`config.mk`:
```
export PLATFORM = sky130hd
export DESIGN_NAME = http_request_framer_unit
export DESIGN_NICKNAME = d
export VERILOG_FILES = /design/src/rtl/core/hrf_pkg.sv /design/src/rtl/core/http_request_framer_unit.sv
export SDC_FILE = /design/constraint.sdc
export NUM_CORES = 1
export LEC_CHECK = 0
export ABC_AREA = 1
export BUFFER_PORTS_ARGS = -buffer_cell sky130_fd_sc_hd__buf_2
export CELL_PAD_IN_SITES_DETAIL_PLACEMENT = 0
export CELL_PAD_IN_SITES_GLOBAL_PLACEMENT = 1
export CORE_ASPECT_RATIO = 1.4
export CORE_MARGIN = 4
export CORE_UTILIZATION = 42
export CTS_CLUSTER_SIZE = 12
export DETAILED_ROUTE_END_ITERATION = 7
export PLACE_DENSITY = 0.86
export SLEW_MARGIN = 15
export SYNTH_ARGS = -nofsm -noshare
export SYNTH_HDL_FRONTEND = slang
export SYNTH_SLANG_ARGS = --single-unit
export TNS_END_PERCENT = 100
```
`constraint.sdc`:
```
create_clock -name clk -period 3.9 [get_ports clk]
set_input_delay 0.195 -clock clk [delete_from_list [all_inputs] [get_ports clk]]
set_output_delay 0.195 -clock clk [all_outputs]
set_load 0.02 [all_outputs]
```
`src/rtl/core/hrf_pkg.sv`:
```
// ---------------------------------------------------------------------------
// hrf_pkg: shared definitions for the HTTP request framer
// Byte codes, the content-length key text, counter sizing and the state
// encoding of the header value parser.
// ---------------------------------------------------------------------------
package hrf_pkg;

	// Width of the body byte counter; it saturates at its all-ones value.
	localparam int COUNT_WIDTH = 32;
	localparam logic [COUNT_WIDTH-1:0] CNT_MAX = '1;

	// Key matching: number of characters in "content-length: ", and the
	// position code that marks a line whose prefix did not match.
	localparam int KEY_LEN_I = 16;
	localparam int KEY_POS_W = 5;
	localparam int KEY_IDX_W = $clog2(KEY_LEN_I);
	localparam logic [KEY_POS_W-1:0] KEY_LEN  = KEY_POS_W'(KEY_LEN_I);
	localparam logic [KEY_POS_W-1:0] KEY_MISS = '1;

	// Lower-case key text, one character per position.
	function automatic logic [7:0] key_char(input logic [KEY_IDX_W-1:0] idx);
		logic [7:0] ch;
		case (idx)
			4'd0:    ch = 8'h63;
			4'd1:    ch = 8'h6F;
			4'd2:    ch = 8'h6E;
			4'd3:    ch = 8'h74;
			4'd4:    ch = 8'h65;
			4'd5:    ch = 8'h6E;
			4'd6:    ch = 8'h74;
			4'd7:    ch = 8'h2D;
			4'd8:    ch = 8'h6C;
			4'd9:    ch = 8'h65;
			4'd10:   ch = 8'h6E;
			4'd11:   ch = 8'h67;
			4'd12:   ch = 8'h74;
			4'd13:   ch = 8'h68;
			4'd14:   ch = 8'h3A;
			default: ch = 8'h20;
		endcase
		return ch;
	endfunction

	// Character codes.
	localparam logic [7:0] CH_CR    = 8'h0D;
	localparam logic [7:0] CH_LF    = 8'h0A;
	localparam logic [7:0] CH_PLUS  = 8'h2B;
	localparam logic [7:0] CH_MINUS = 8'h2D;
	localparam logic [7:0] CH_ZERO  = 8'h30;
	localparam logic [7:0] CH_NINE  = 8'h39;
	localparam logic [7:0] CH_UP_A  = 8'h41;
	localparam logic [7:0] CH_UP_Z  = 8'h5A;
	localparam logic [7:0] CASE_BIT = 8'h20;

	// Progress through the CR LF CR LF terminator.
	localparam logic [1:0] TP_NONE   = 2'd0;
	localparam logic [1:0] TP_CR     = 2'd1;
	localparam logic [1:0] TP_CRLF   = 2'd2;
	localparam logic [1:0] TP_CRLFCR = 2'd3;

	// Accumulator holds magnitudes up to 2^31; the candidate needs 4 more bits.
	localparam int ACC_W  = 32;
	localparam int PROD_W = ACC_W + 4;
	localparam logic [PROD_W-1:0] NEG_MAG_LIMIT = PROD_W'(64'd2147483648);

	typedef enum logic [3:0] {
		VP_SKIP   = 4'b0001,
		VP_SIGN   = 4'b0010,
		VP_DIGITS = 4'b0100,
		VP_STOP   = 4'b1000
	} value_phase_t;

endpackage

```
`src/rtl/core/http_request_framer_unit.sv`:
```
// ---------------------------------------------------------------------------
// http_request_framer_unit: HTTP/1.1 header end and Content-Length framing
// Timing: a result beat is captured in the output register when its input beat is accepted.
// Throughput: one byte per clock cycle while the output is not stalled, set by the single output register.
// Reset: arst_n clears the framing state and the output valid at once.
// ---------------------------------------------------------------------------
// Each accepted byte is passed straight through with framing flags. The
// parser state (terminator progress, key match position, value parser,
// committed length and body counter) is updated in the same cycle in which
// the byte is accepted, and the result beat is captured in the output
// register. A new byte is taken whenever that register is empty or is being
// drained, so bytes may follow one another without a gap.
//
// The header ends at the first CR LF CR LF. Each header line after the
// request line is checked for a case-insensitive "content-length: " prefix;
// the rest of the line is then parsed as a signed decimal and committed when
// the line ends, the last such line winning. Once in the body, bytes are
// counted and the request completes when the count reaches the length, after
// which all state returns to its reset values.
// ---------------------------------------------------------------------------
module http_request_framer_unit (
	input  logic        clk,
	input  logic        arst_n,
	// Input channel
	input  logic        in_valid,
	output logic        in_stall,
	input  logic [7:0]  data_byte,
	// Output channel
	output logic        out_valid,
	input  logic        out_stall,
	output logic [7:0]  byte_out,
	output logic        in_body,
	output logic        header_end,
	output logic        request_done,
	output logic [30:0] length_value,
	output logic        length_is_negative,
	output logic [31:0] body_bytes
);

	// Framing state.
	logic                                body_q, body_n;
	logic [1:0]                          tp_q, tp_n;
	logic                                reqline_q, reqline_n;
	logic [hrf_pkg::KEY_POS_W-1:0]       key_pos_q, key_pos_n;
	hrf_pkg::value_phase_t               vphase_q, vphase_n;
	logic [hrf_pkg::ACC_W-1:0]           accum_q, accum_n;
	logic                                minus_q, minus_n;
	logic                                invalid_q, invalid_n;
	logic [30:0]                         len_q, len_n;
	logic                                neg_q, neg_n;
	logic [hrf_pkg::COUNT_WIDTH-1:0]     cnt_q, cnt_n;

	// Result of the current byte.
	logic                                body_flag;
	logic                                hend_flag;
	logic                                done_flag;
	logic [31:0]                         bytes_sat;

	// Helpers for the character classes.
	logic                                accept;
	logic                                is_digit;
	logic                                is_ws;
	logic [7:0]                          folded;
	logic [hrf_pkg::PROD_W-1:0]          prod;
	logic [63:0]                         cnt_wide;

	// Output register.
	logic                                out_valid_s1;
	logic [7:0]                          byte_s1;
	logic                                body_s1;
	logic                                hend_s1;
	logic                                done_s1;
	logic [30:0]                         len_s1;
	logic                                neg_s1;
	logic [31:0]                         bytes_s1;

	// A byte can enter whenever the result register is free or being taken.
	assign in_stall = out_valid_s1 & out_stall;
	assign accept   = in_valid & ~in_stall;

	assign is_digit = (data_byte >= hrf_pkg::CH_ZERO) && (data_byte <= hrf_pkg::CH_NINE);
	assign is_ws    = data_byte inside {8'h20, [8'h09:8'h0D]};
	assign folded   = ((data_byte >= hrf_pkg::CH_UP_A) && (data_byte <= hrf_pkg::CH_UP_Z))
	                  ? (data_byte | hrf_pkg::CASE_BIT) : data_byte;

	// accum * 10 + digit, built from two shifts and an add.
	assign prod = {accum_q, 3'b000} + {2'b00, accum_q, 1'b0}
	              + hrf_pkg::PROD_W'(data_byte - hrf_pkg::CH_ZERO);

	always_comb begin
		body_n    = body_q;
		tp_n      = tp_q;
		reqline_n = reqline_q;
		key_pos_n = key_pos_q;
		vphase_n  = vphase_q;
		accum_n   = accum_q;
		minus_n   = minus_q;
		invalid_n = invalid_q;
		len_n     = len_q;
		neg_n     = neg_q;
		cnt_n     = cnt_q;
		body_flag = 1'b0;
		hend_flag = 1'b0;
		done_flag = 1'b0;

		if (body_q) begin
			// Body byte: count it and test for completion.
			body_flag = 1'b1;
			if (cnt_q != hrf_pkg::CNT_MAX) begin
				cnt_n = cnt_q + 1'b1;
			end
			if (!neg_q && (64'(cnt_n) >= 64'(len_q))) begin
				done_flag = 1'b1;
			end
		end else if ((data_byte == hrf_pkg::CH_LF) && (tp_q == hrf_pkg::TP_CRLFCR)) begin
			// Blank line: the header is over.
			hend_flag = 1'b1;
			tp_n      = hrf_pkg::TP_NONE;
			body_n    = 1'b1;
			cnt_n     = '0;
			key_pos_n = '0;
			vphase_n  = hrf_pkg::VP_SKIP;
			accum_n   = '0;
			minus_n   = 1'b0;
			invalid_n = 1'b0;
			if (!neg_q && (len_q == '0)) begin
				done_flag = 1'b1;
			end
		end else if ((data_byte == hrf_pkg::CH_LF) && (tp_q == hrf_pkg::TP_CR)) begin
			// End of a line: commit a parsed length if the key matched.
			if (!reqline_q && (key_pos_q == hrf_pkg::KEY_LEN)) begin
				len_n = '0;
				neg_n = 1'b0;
				if (((vphase_q == hrf_pkg::VP_DIGITS) || (vphase_q == hrf_pkg::VP_STOP))
				    && !invalid_q) begin
					if (minus_q) begin
						neg_n = (accum_q != '0);
					end else if (!accum_q[hrf_pkg::ACC_W-1]) begin
						len_n = accum_q[30:0];
					end
				end
			end
			reqline_n = 1'b0;
			key_pos_n = '0;
			vphase_n  = hrf_pkg::VP_SKIP;
			accum_n   = '0;
			minus_n   = 1'b0;
			invalid_n = 1'b0;
			tp_n      = hrf_pkg::TP_CRLF;
		end else begin
			if (data_byte == hrf_pkg::CH_CR) begin
				tp_n = (tp_q == hrf_pkg::TP_CRLF) ? hrf_pkg::TP_CRLFCR : hrf_pkg::TP_CR;
			end else begin
				tp_n = hrf_pkg::TP_NONE;
			end

			if (!reqline_q) begin
				if (key_pos_q < hrf_pkg::KEY_LEN) begin
					// Still matching the key prefix.
					if (folded == hrf_pkg::key_char(key_pos_q[hrf_pkg::KEY_IDX_W-1:0])) begin
						key_pos_n = key_pos_q + 1'b1;
					end else begin
						key_pos_n = hrf_pkg::KEY_MISS;
					end
				end else if (key_pos_q == hrf_pkg::KEY_LEN) begin
					// Value parser: whitespace, optional sign, then digits.
					case (vphase_q)
						hrf_pkg::VP_SKIP: begin
							if (is_ws) begin
								vphase_n = hrf_pkg::VP_SKIP;
							end else if (data_byte == hrf_pkg::CH_PLUS) begin
								vphase_n = hrf_pkg::VP_SIGN;
							end else if (data_byte == hrf_pkg::CH_MINUS) begin
								minus_n  = 1'b1;
								vphase_n = hrf_pkg::VP_SIGN;
							end else if (is_digit) begin
								if (prod > hrf_pkg::NEG_MAG_LIMIT) begin
									invalid_n = 1'b1;
								end else begin
									accum_n = prod[hrf_pkg::ACC_W-1:0];
								end
								vphase_n = hrf_pkg::VP_DIGITS;
							end else begin
								invalid_n = 1'b1;
								vphase_n  = hrf_pkg::VP_STOP;
							end
						end
						hrf_pkg::VP_SIGN, hrf_pkg::VP_DIGITS: begin
							if (is_digit) begin
								if (prod > hrf_pkg::NEG_MAG_LIMIT) begin
									invalid_n = 1'b1;
								end else begin
									accum_n = prod[hrf_pkg::ACC_W-1:0];
								end
								vphase_n = hrf_pkg::VP_DIGITS;
							end else begin
								// A sign with no digit after it is invalid.
								if (vphase_q == hrf_pkg::VP_SIGN) begin
									invalid_n = 1'b1;
								end
								vphase_n = hrf_pkg::VP_STOP;
							end
						end
						default: begin
							vphase_n = vphase_q;
						end
					endcase
				end
			end
		end
	end

	// Body count as reported, saturated to 32 bits when the counter is wider.
	assign cnt_wide  = 64'(cnt_n);
	assign bytes_sat = (cnt_wide > 64'h0000_0000_FFFF_FFFF) ? 32'hFFFF_FFFF : cnt_wide[31:0];

	// Framing state; a completed request returns everything to reset values.
	always_ff @(posedge clk or negedge arst_n) begin
		if (!arst_n) begin
			body_q    <= 1'b0;
			tp_q      <= hrf_pkg::TP_NONE;
			reqline_q <= 1'b1;
			key_pos_q <= '0;
			vphase_q  <= hrf_pkg::VP_SKIP;
			accum_q   <= '0;
			minus_q   <= 1'b0;
			invalid_q <= 1'b0;
			len_q     <= '0;
			neg_q     <= 1'b0;
			cnt_q     <= '0;
		end else if (accept) begin
			if (done_flag) begin
				body_q    <= 1'b0;
				tp_q      <= hrf_pkg::TP_NONE;
				reqline_q <= 1'b1;
				key_pos_q <= '0;
				vphase_q  <= hrf_pkg::VP_SKIP;
				accum_q   <= '0;
				minus_q   <= 1'b0;
				invalid_q <= 1'b0;
				len_q     <= '0;
				neg_q     <= 1'b0;
				cnt_q     <= '0;
			end else begin
				body_q    <= body_n;
				tp_q      <= tp_n;
				reqline_q <= reqline_n;
				key_pos_q <= key_pos_n;
				vphase_q  <= vphase_n;
				accum_q   <= accum_n;
				minus_q   <= minus_n;
				invalid_q <= invalid_n;
				len_q     <= len_n;
				neg_q     <= neg_n;
				cnt_q     <= cnt_n;
			end
		end
	end

	// Output beat valid.
	always_ff @(posedge clk or negedge arst_n) begin
		if (!arst_n) begin
			out_valid_s1 <= 1'b0;
		end else if (accept) begin
			out_valid_s1 <= 1'b1;
		end else if (!out_stall) begin
			out_valid_s1 <= 1'b0;
		end
	end

	// Output beat payload, reported before any post-completion reset.
	always_ff @(posedge clk) begin
		if (accept) begin
			byte_s1  <= data_byte;
			body_s1  <= body_flag;
			hend_s1  <= hend_flag;
			done_s1  <= done_flag;
			len_s1   <= len_n;
			neg_s1   <= neg_n;
			bytes_s1 <= bytes_sat;
		end
	end

	assign out_valid          = out_valid_s1;
	assign byte_out           = byte_s1;
	assign in_body            = body_s1;
	assign header_end         = hend_s1;
	assign request_done       = done_s1;
	assign length_value       = len_s1;
	assign length_is_negative = neg_s1;
	assign body_bytes         = bytes_s1;

endmodule
```
# [Word-level counts from Yosys, hierarchy flattened]
# Memories as Yosys holds them, arrays and structs flattened.
# Cells that the tools add are included.
[totals] reg_bits=187 rom_bits=96 inputBits=12 output_inout_bits=77 wordCells=198 mem_count=1
[op_classes] addsub=5 n_lt_le_gt_ge=10 n_eq_ne=26 mux=104 n_bitwise=3 reduce_logical=30
[memory_table] name="(no name shown)" words=16 width=6 read_ports=1 rd_clocked_by_memory_dff=0 wr=0 line_no="hrf_pkg.sv:23" rtl="case (idx)"
[ops] operator="32-bit 2-to-1 mux" n=17
[ops] operator="31-bit 2-to-1 mux" n=8
[ops] operator="32-bit case mux with 2 select lines" n=1
[ops] operator="1-bit 2-to-1 mux" n=46
[ops] operator="4-bit 2-to-1 mux" n=11
[ops] operator="8-bit 2-to-1 mux" n=5
[ops] operator="35-bit by 33-bit adder with 36-bit output" n=1
[ops] operator="36-bit adder" n=1
[ops] operator="36-bit by 32-bit greater-than comparator with 1-bit output (second input constant)" n=1
[ops] operator="5-bit 2-to-1 mux" n=7
[ops] operator="32-bit by 1-bit adder with 32-bit output (second input constant)" n=1
[ops] operator="32-bit by 31-bit greater-or-equal comparator with 1-bit output" n=1
[ops] operator="32-bit greater-than comparator (second input constant)" n=1
[ops] operator="32-bit != test (second input constant)" n=1
[ops] operator="32-bit nonzero test" n=1
[ops] operator="31-bit logical NOT" n=1
[ops] operator="8-bit by 6-bit == test with 1-bit output (second input constant)" n=3
[ops] operator="9-bit AND reduction" n=2
[ops] operator="8-bit by 4-bit == test with 1-bit output (second input constant)" n=2
[ops] operator="4-bit nonzero test" n=4
[ops] operator="5-bit != test (second input constant)" n=3
[ops] operator="2-bit 2-to-1 mux" n=6
[ops] operator="10-bit AND reduction" n=1
[ops] operator="1-bit logical AND" n=9
[ops] operator="other kinds (36)" n=44

# [Longest topological paths before layout]
[logic_depth] word_depth=16 mapped_depth=30 ltp_nobuf=29

# [Worst setup path before layout]
# OpenSTA, ideal clock, no wires.
[synth_timing] path_kind="input -> register" startpoint="input data_byte[4]" endpoint="register accum_q[10] in the netlist's numbering" setup_ps=66 arrival_ps=4742 required_ps=3834 slack_ps=-908 stages=22 path_buffers=1 path_cell_list="ha_1 -> nor2_1 -> fa_1 -> ha_1 -> nand2_1 -> inv_1 -> a21oi_1 -> nor2_1 -> nor2_1 -> nand2_1 -> nand2_1 -> nand2_1 -> nand2_1 -> nand2_1 -> nor2_1 -> nand2_1 -> nor2_1 -> nand4_1 -> nand3_2 -> clkbuf_1 -> nand4_1 -> nand2_1"
[synth_via] elab_chain_cells=16 elab_cells_between_ends=40 cone_classes="add/sub (2); order compare (5); eq/ne (10); mux (15); reduce/logical (8)"
[synth_rtl] element="from (decl)" line_no="http_request_framer_unit.sv:27" rtl="input logic [7:0] data_byte,"
[synth_rtl] element="8-bit by 6-bit subtractor with 9-bit output" line_no="http_request_framer_unit.sv:88" rtl="+ hrf_pkg::PROD_W'(data_byte - hrf_pkg::CH_ZERO);"
[synth_rtl] element="36-bit adder" line_no="http_request_framer_unit.sv:88"
[synth_rtl] element="36-bit by 32-bit greater-than comparator with 1-bit output" line_no="http_request_framer_unit.sv:177, http_request_framer_unit.sv:190"
[synth_rtl] element="32-bit 2-to-1 mux" line_no="http_request_framer_unit.sv:177, http_request_framer_unit.sv:190"
[synth_rtl] element="32-bit 2-to-1 mux" line_no="http_request_framer_unit.sv:189" rtl="if (is_digit) begin"
[synth_rtl] element="32-bit 2-to-1 mux" line_no="http_request_framer_unit.sv:173" rtl="end else if (data_byte == hrf_pkg::CH_MINUS) begin"
[synth_rtl] element="32-bit 2-to-1 mux" line_no="http_request_framer_unit.sv:171" rtl="end else if (data_byte == hrf_pkg::CH_PLUS) begin"
[synth_rtl] element="32-bit 2-to-1 mux" line_no="http_request_framer_unit.sv:169" rtl="if (is_ws) begin"
[synth_rtl] element="32-bit case mux with 2 select lines" line_no="http_request_framer_unit.sv:167" rtl="case (vphase_q)"
[synth_rtl] element="32-bit 2-to-1 mux" line_no="http_request_framer_unit.sv:165" rtl="end else if (key_pos_q == hrf_pkg::KEY_LEN) begin"
[synth_rtl] element="32-bit 2-to-1 mux" line_no="http_request_framer_unit.sv:158" rtl="if (key_pos_q < hrf_pkg::KEY_LEN) begin"
[synth_rtl] element="32-bit 2-to-1 mux" line_no="http_request_framer_unit.sv:157" rtl="if (!reqline_q) begin"
[synth_rtl] element="32-bit 2-to-1 mux" line_no="http_request_framer_unit.sv:129" rtl="end else if ((data_byte == hrf_pkg::CH_LF) && (tp_q == hrf_pkg::TP_CR)) begin"
[synth_rtl] element="32-bit 2-to-1 mux" line_no="http_request_framer_unit.sv:115" rtl="end else if ((data_byte == hrf_pkg::CH_LF) && (tp_q == hrf_pkg::TP_CRLFCR)) begin"
[synth_rtl] element="32-bit 2-to-1 mux" line_no="http_request_framer_unit.sv:106" rtl="if (body_q) begin"
[synth_rtl] element="32-bit 2-to-1 mux" line_no="http_request_framer_unit.sv:232" rtl="if (done_flag) begin"
[synth_rtl] element="to (signal assigned)" line_no="http_request_framer_unit.sv:250" rtl="accum_q <= accum_n;"
[synth_rtl] element="to (decl)" line_no="http_request_framer_unit.sv:46" rtl="logic [hrf_pkg::ACC_W-1:0] accum_q, accum_n;"
# Several ways; a longest one is shown, not always the timed one. The select of a mux whose other input is x is not followed.
# A chain may end at the register's enable or synchronous reset.

# [Worst setup path in the final report]
[layout_timing] startpoint="register cnt_q[0] in the netlist's numbering" endpoint="register invalid_q"
[layout_via] elab_chain_cells=9 elab_cells_between_ends=19 cone_classes="add/sub (1); order compare (1); eq/ne (8); mux (5); reduce/logical (4)"
[layout_rtl] element="from (decl)" line_no="http_request_framer_unit.sv:51" rtl="logic [hrf_pkg::COUNT_WIDTH-1:0] cnt_q, cnt_n;"
[layout_rtl] element="from (signal assigned)" line_no="http_request_framer_unit.sv:255" rtl="cnt_q <= cnt_n;"
[layout_rtl] element="32-bit by 1-bit adder with 32-bit output / 32-bit != test (equally long branches)" line_no="http_request_framer_unit.sv:110, http_request_framer_unit.sv:109"
[layout_rtl] element="32-bit 2-to-1 mux (*)" line_no="http_request_framer_unit.sv:109" rtl="if (cnt_q != hrf_pkg::CNT_MAX) begin"
[layout_rtl] element="32-bit 2-to-1 mux (*)" line_no="http_request_framer_unit.sv:106"
[layout_rtl] element="32-bit by 31-bit greater-or-equal comparator with 1-bit output (*)" line_no="http_request_framer_unit.sv:112" rtl="if (!neg_q && (64'(cnt_n) >= 64'(len_q))) begin"
[layout_rtl] element="1-bit logical AND (*)" line_no="http_request_framer_unit.sv:112"
[layout_rtl] element="1-bit 2-to-1 mux (*)" line_no="http_request_framer_unit.sv:112"
[layout_rtl] element="1-bit 2-to-1 mux (*)" line_no="http_request_framer_unit.sv:106"
[layout_rtl] element="6-bit != test (no source line) (tied with other cells)"
[layout_rtl] element="10-bit AND reduction (no source line)"
[layout_rtl] element="to (signal assigned)" line_no="http_request_framer_unit.sv:252" rtl="invalid_q <= invalid_n;"
[layout_rtl] element="to (decl)" line_no="http_request_framer_unit.sv:48" rtl="logic invalid_q, invalid_n;"
# Every way passes the cells marked *; elsewhere a longest branch is shown, timed or not. The select of a mux whose other input is x is not followed.

==> results.txt <==
status -> finished, violations left
failing checks -> negative setup slack
CTS tree -> built
vias in the first global route -> 12900
largest net degree at the start of global routing -> 169
GP Congestion -> 0.956
Max-cap violations -> 0
Yosys reg bits -> 187
skew final -> 0.0116 ns
post-route worst setup slack -> -0.0986 ns
leakage power -> 8.48 nW
die width -> 159 um
Die Y-Extent -> 219 um
fmax -> 250 MHz
Final Slew Violations -> 0
CP required -> 4.23 ns
Worst Max-Slew Pin Slew -> 0.954 ns
Post-Synth Adder-Cell Area -> 12.0%
Final TNS setup -> -2.78 ns
post-synthesis mux area share -> 0%
post-route ant nets -> 0
final instance area -> 17100 um2
compound-gate portion of the synthesized area -> 11.4%
DRC -> 0
Post-DP Area -> 15800 um2
worst-case clock buffer depth -> 2
Yosys warnings -> 0
Hold Path Class -> in2reg
fin crit share -> 103%
Synth Instances -> 1746
Cell Rows -> 77
largest family of logic cells by synthesized area -> simple AND/OR/NAND/NOR gates
simple-gate share of the synthesized area -> 26.9%
Layout Utilization -> 54.1%
Hold WS -> 0.0340 ns
CP Class -> reg2reg
Worst-path clk slew -> 0.07 ns
Synth Area in XOR/XNOR -> 2.29%
asr flop ratio synth -> 59.9%
synth unique cells -> 47
DR vias -> 12900
PwrDens -> 361 nW/um2
first-pass GRT wire length -> 65.6 mm
initial core utilization -> 42.5%
CP arrival -> 4.33 ns
DRT Wirelength -> 41.8 mm
H-tree Lvls -> 4
DRT Pass-1 Iters -> 5
clock sink count -> 187
Worst setup SP type -> register
Global Route Usage Sum -> 23.5%
CP max FO -> 6
Most used DFF post-synth -> dfrtp_1
Net Count, Synth -> 1868
grt ovf -> 0
pre-CTS setup slack -> -0.385 ns
Worst slew margin -> 36.3%
synthesized area per cell -> 7.66 um2
antenna violations before repair -> 0
initial DRC count -> 703
layout cell share with drive strength beyond 1 -> 21.3%
RSZ-0062 raised after global routing -> yes
total CTS buffers -> 17
I/O pins -> 89
core area -> 31500 um2
fin crit period -> 4.00 ns
register area share after synthesis -> 37.8%
Die ar. -> 34800 um2
number of synthesized flops with an enable pin -> 75
synthesis-to-finish area growth -> 27.5%
Net count, final -> 2159
via-per-instance ratio -> 5.28
VDD IR-drop max -> 0.284 mV
Skew-Pair Late Insertion Delay -> 0.45 ns
CTS root buffer -> clkbuf_16
quantity of I/O buffers inserted on ports -> 88
hpwl dp -> 32.8 mm
Hold Fails Final Rpt -> 0
drt wl/cell -> 17.1 um
Diodes inserted -> 0
Worst Setup End Kind -> register
Syn Std Cell Area -> 13400 um2
Finish-stage setup viols -> 35
-- what timing repair did --
action | 4_1_cts | 5_1_grt
pin swaps | 9 | 25
gates resized for setup | 35 | 61
cloned | 1 | 3
setup endpoints to repair | 110 | 110
endpoints found under the hold margin | 41 | 0
hold buffers | 5 | 0
setup buffers | 2 | 24
-- cell usage after synthesis (all sizes together), types with 2 or more instances --
cell type	n	share of area [%]
o21bai	4	0.22
o31ai	2	0.11
nand3b	8	0.45
a21oi	70	2.7
nor4	22	1.1
nand3	106	4.3
a22oi	26	1.5
inv	287	8.0
clkbuf	26	0.73
or2	3	0.14
o21ai	90	3.4
xor2	29	1.9
nand4	66	3.1
nand2	414	12
dfstp	2	0.39
a211oi	3	0.17
a31oi	3	0.14
fa	31	4.6
dfrtp	110	21
nor3	33	1.2
buf	20	0.86
edfxtp	75	17
xnor2	6	0.39
o22ai	54	2.5
ha	79	7.4
nor2	163	4.7
o21a	6	0.34
nor3b	2	0.11
-- worst max-delay path: stages (launching register included) --
cell and delay, ns:
dfrtp_1 0.43, ha_4 0.18, nand2_4 0.06, nor2_4 0.15
buf_6 0.13, inv_2 0.04, nor2_4 0.14, nand3_2 0.11
nor3_2 0.23, buf_4 0.16, nand4_1 0.13, xor2_2 0.19
ha_1 0.31, nand2_2 0.07, nor3_2 0.12, inv_1 0.09
nor2_1 0.14, nand3_2 0.09, nand2_2 0.10, nand2_4 0.08
a21oi_4 0.18, nand3_4 0.12, nor2_8 0.19, buf_4 0.15
buf_12 0.10, nand3_1 0.07, nand2_1 0.06, nand2_1 0.05
-- area by class of cell --
cell class              instances  area, um2
clock buffers                  20        468
clock inverters                12        136
repair buffers                318       2390
multi-input cells            1226       7430
inverters                     287       1080
flip-flops and latches        187       5060
fillers                      2924      14400
well taps                     395        494
-- path summary, 6_finish.rpt --
check,from,end,slack [ns],cells after the start
max in group asynchronous,arst_n,len_q[21],2.63,3
worst min register to register,invalid_q,invalid_q,0.49,2
worst max register to register,cnt_q[0],invalid_q,-0.1,27
worst min-delay path,data_byte[2],byte_out[2],0.03,1
min in group asynchronous,arst_n,cnt_q[5],0.27,2
worst max-delay path,cnt_q[0],invalid_q,-0.1,27
-- cell usage in the layout, fill, tap and decap left out, types with 31 or more instances in the layout --
cell	n
a21oi_1	63
buf_2	87
buf_4	206
dfrtp_1	110
edfxtp_1	75
fa_1	31
ha_1	76
inv_1	274
nand2_1	397
nand3_1	96
nand4_1	66
nor2_1	147
o21ai_0	77
o22ai_1	54
-- logic make-up after synthesis --
family | count (synthesis)
XOR/XNOR | 35
AND/OR/NAND/NOR | 817
AO/OA/AOI/OAI | 264
flip-flops | 187
buffers and inverters | 333
adder cells (fa/ha/maj) | 110
-- routing by layer --
| layer | vias to the layer above | share of wire, % | global-route usage (%) |
|---|---|---|---|
| met5 | - | 0 | 0 |
| met4 | 0 | 3.9 | 10.4 |
| met3 | 91 | 3.3 | 2.86 |
| met2 | 307 | 54 | 45.8 |
| met1 | 6130 | 39 | 25.6 |
| li1 | 6389 | - | - |
-- stage by stage --
| step | instances | power (W) |
|---|---|---|
| 3_3_place_gp | 2382 | 0.00422 |
| 3_5_place_dp | 2382 | 0.00427 |
| 6_report | 2445 | 0.00616 |
| 5_1_grt | 2445 | 0.00650 |
| 4_1_cts | 2422 | 0.00607 |
| 2_1_floorplan | 1746 | 0.00366 |
-- state kept, by name, summed over array words and instances (netlist names), 4 cells and up --
register      count
byte_out          8
accum_q          32
len_q            31
body_bytes       32
length_value     31
vphase_q          4
key_pos_q         5
cnt_q            32
-- where the power goes --
| group | internal (W) | total, W | switching (W) | leakage (nW) |
|---|---|---|---|---|
| Clock | 0.00100 | 0.00177 | 0.000771 | 0.288 |
| Combinational | 0.000740 | 0.00189 | 0.00115 | 5.96 |
| Sequential | 0.00234 | 0.00250 | 0.000155 | 2.23 |
| Total | 0.00409 | 0.00616 | 0.00208 | 8.48 |
Power figures use the tool's default switching activity.
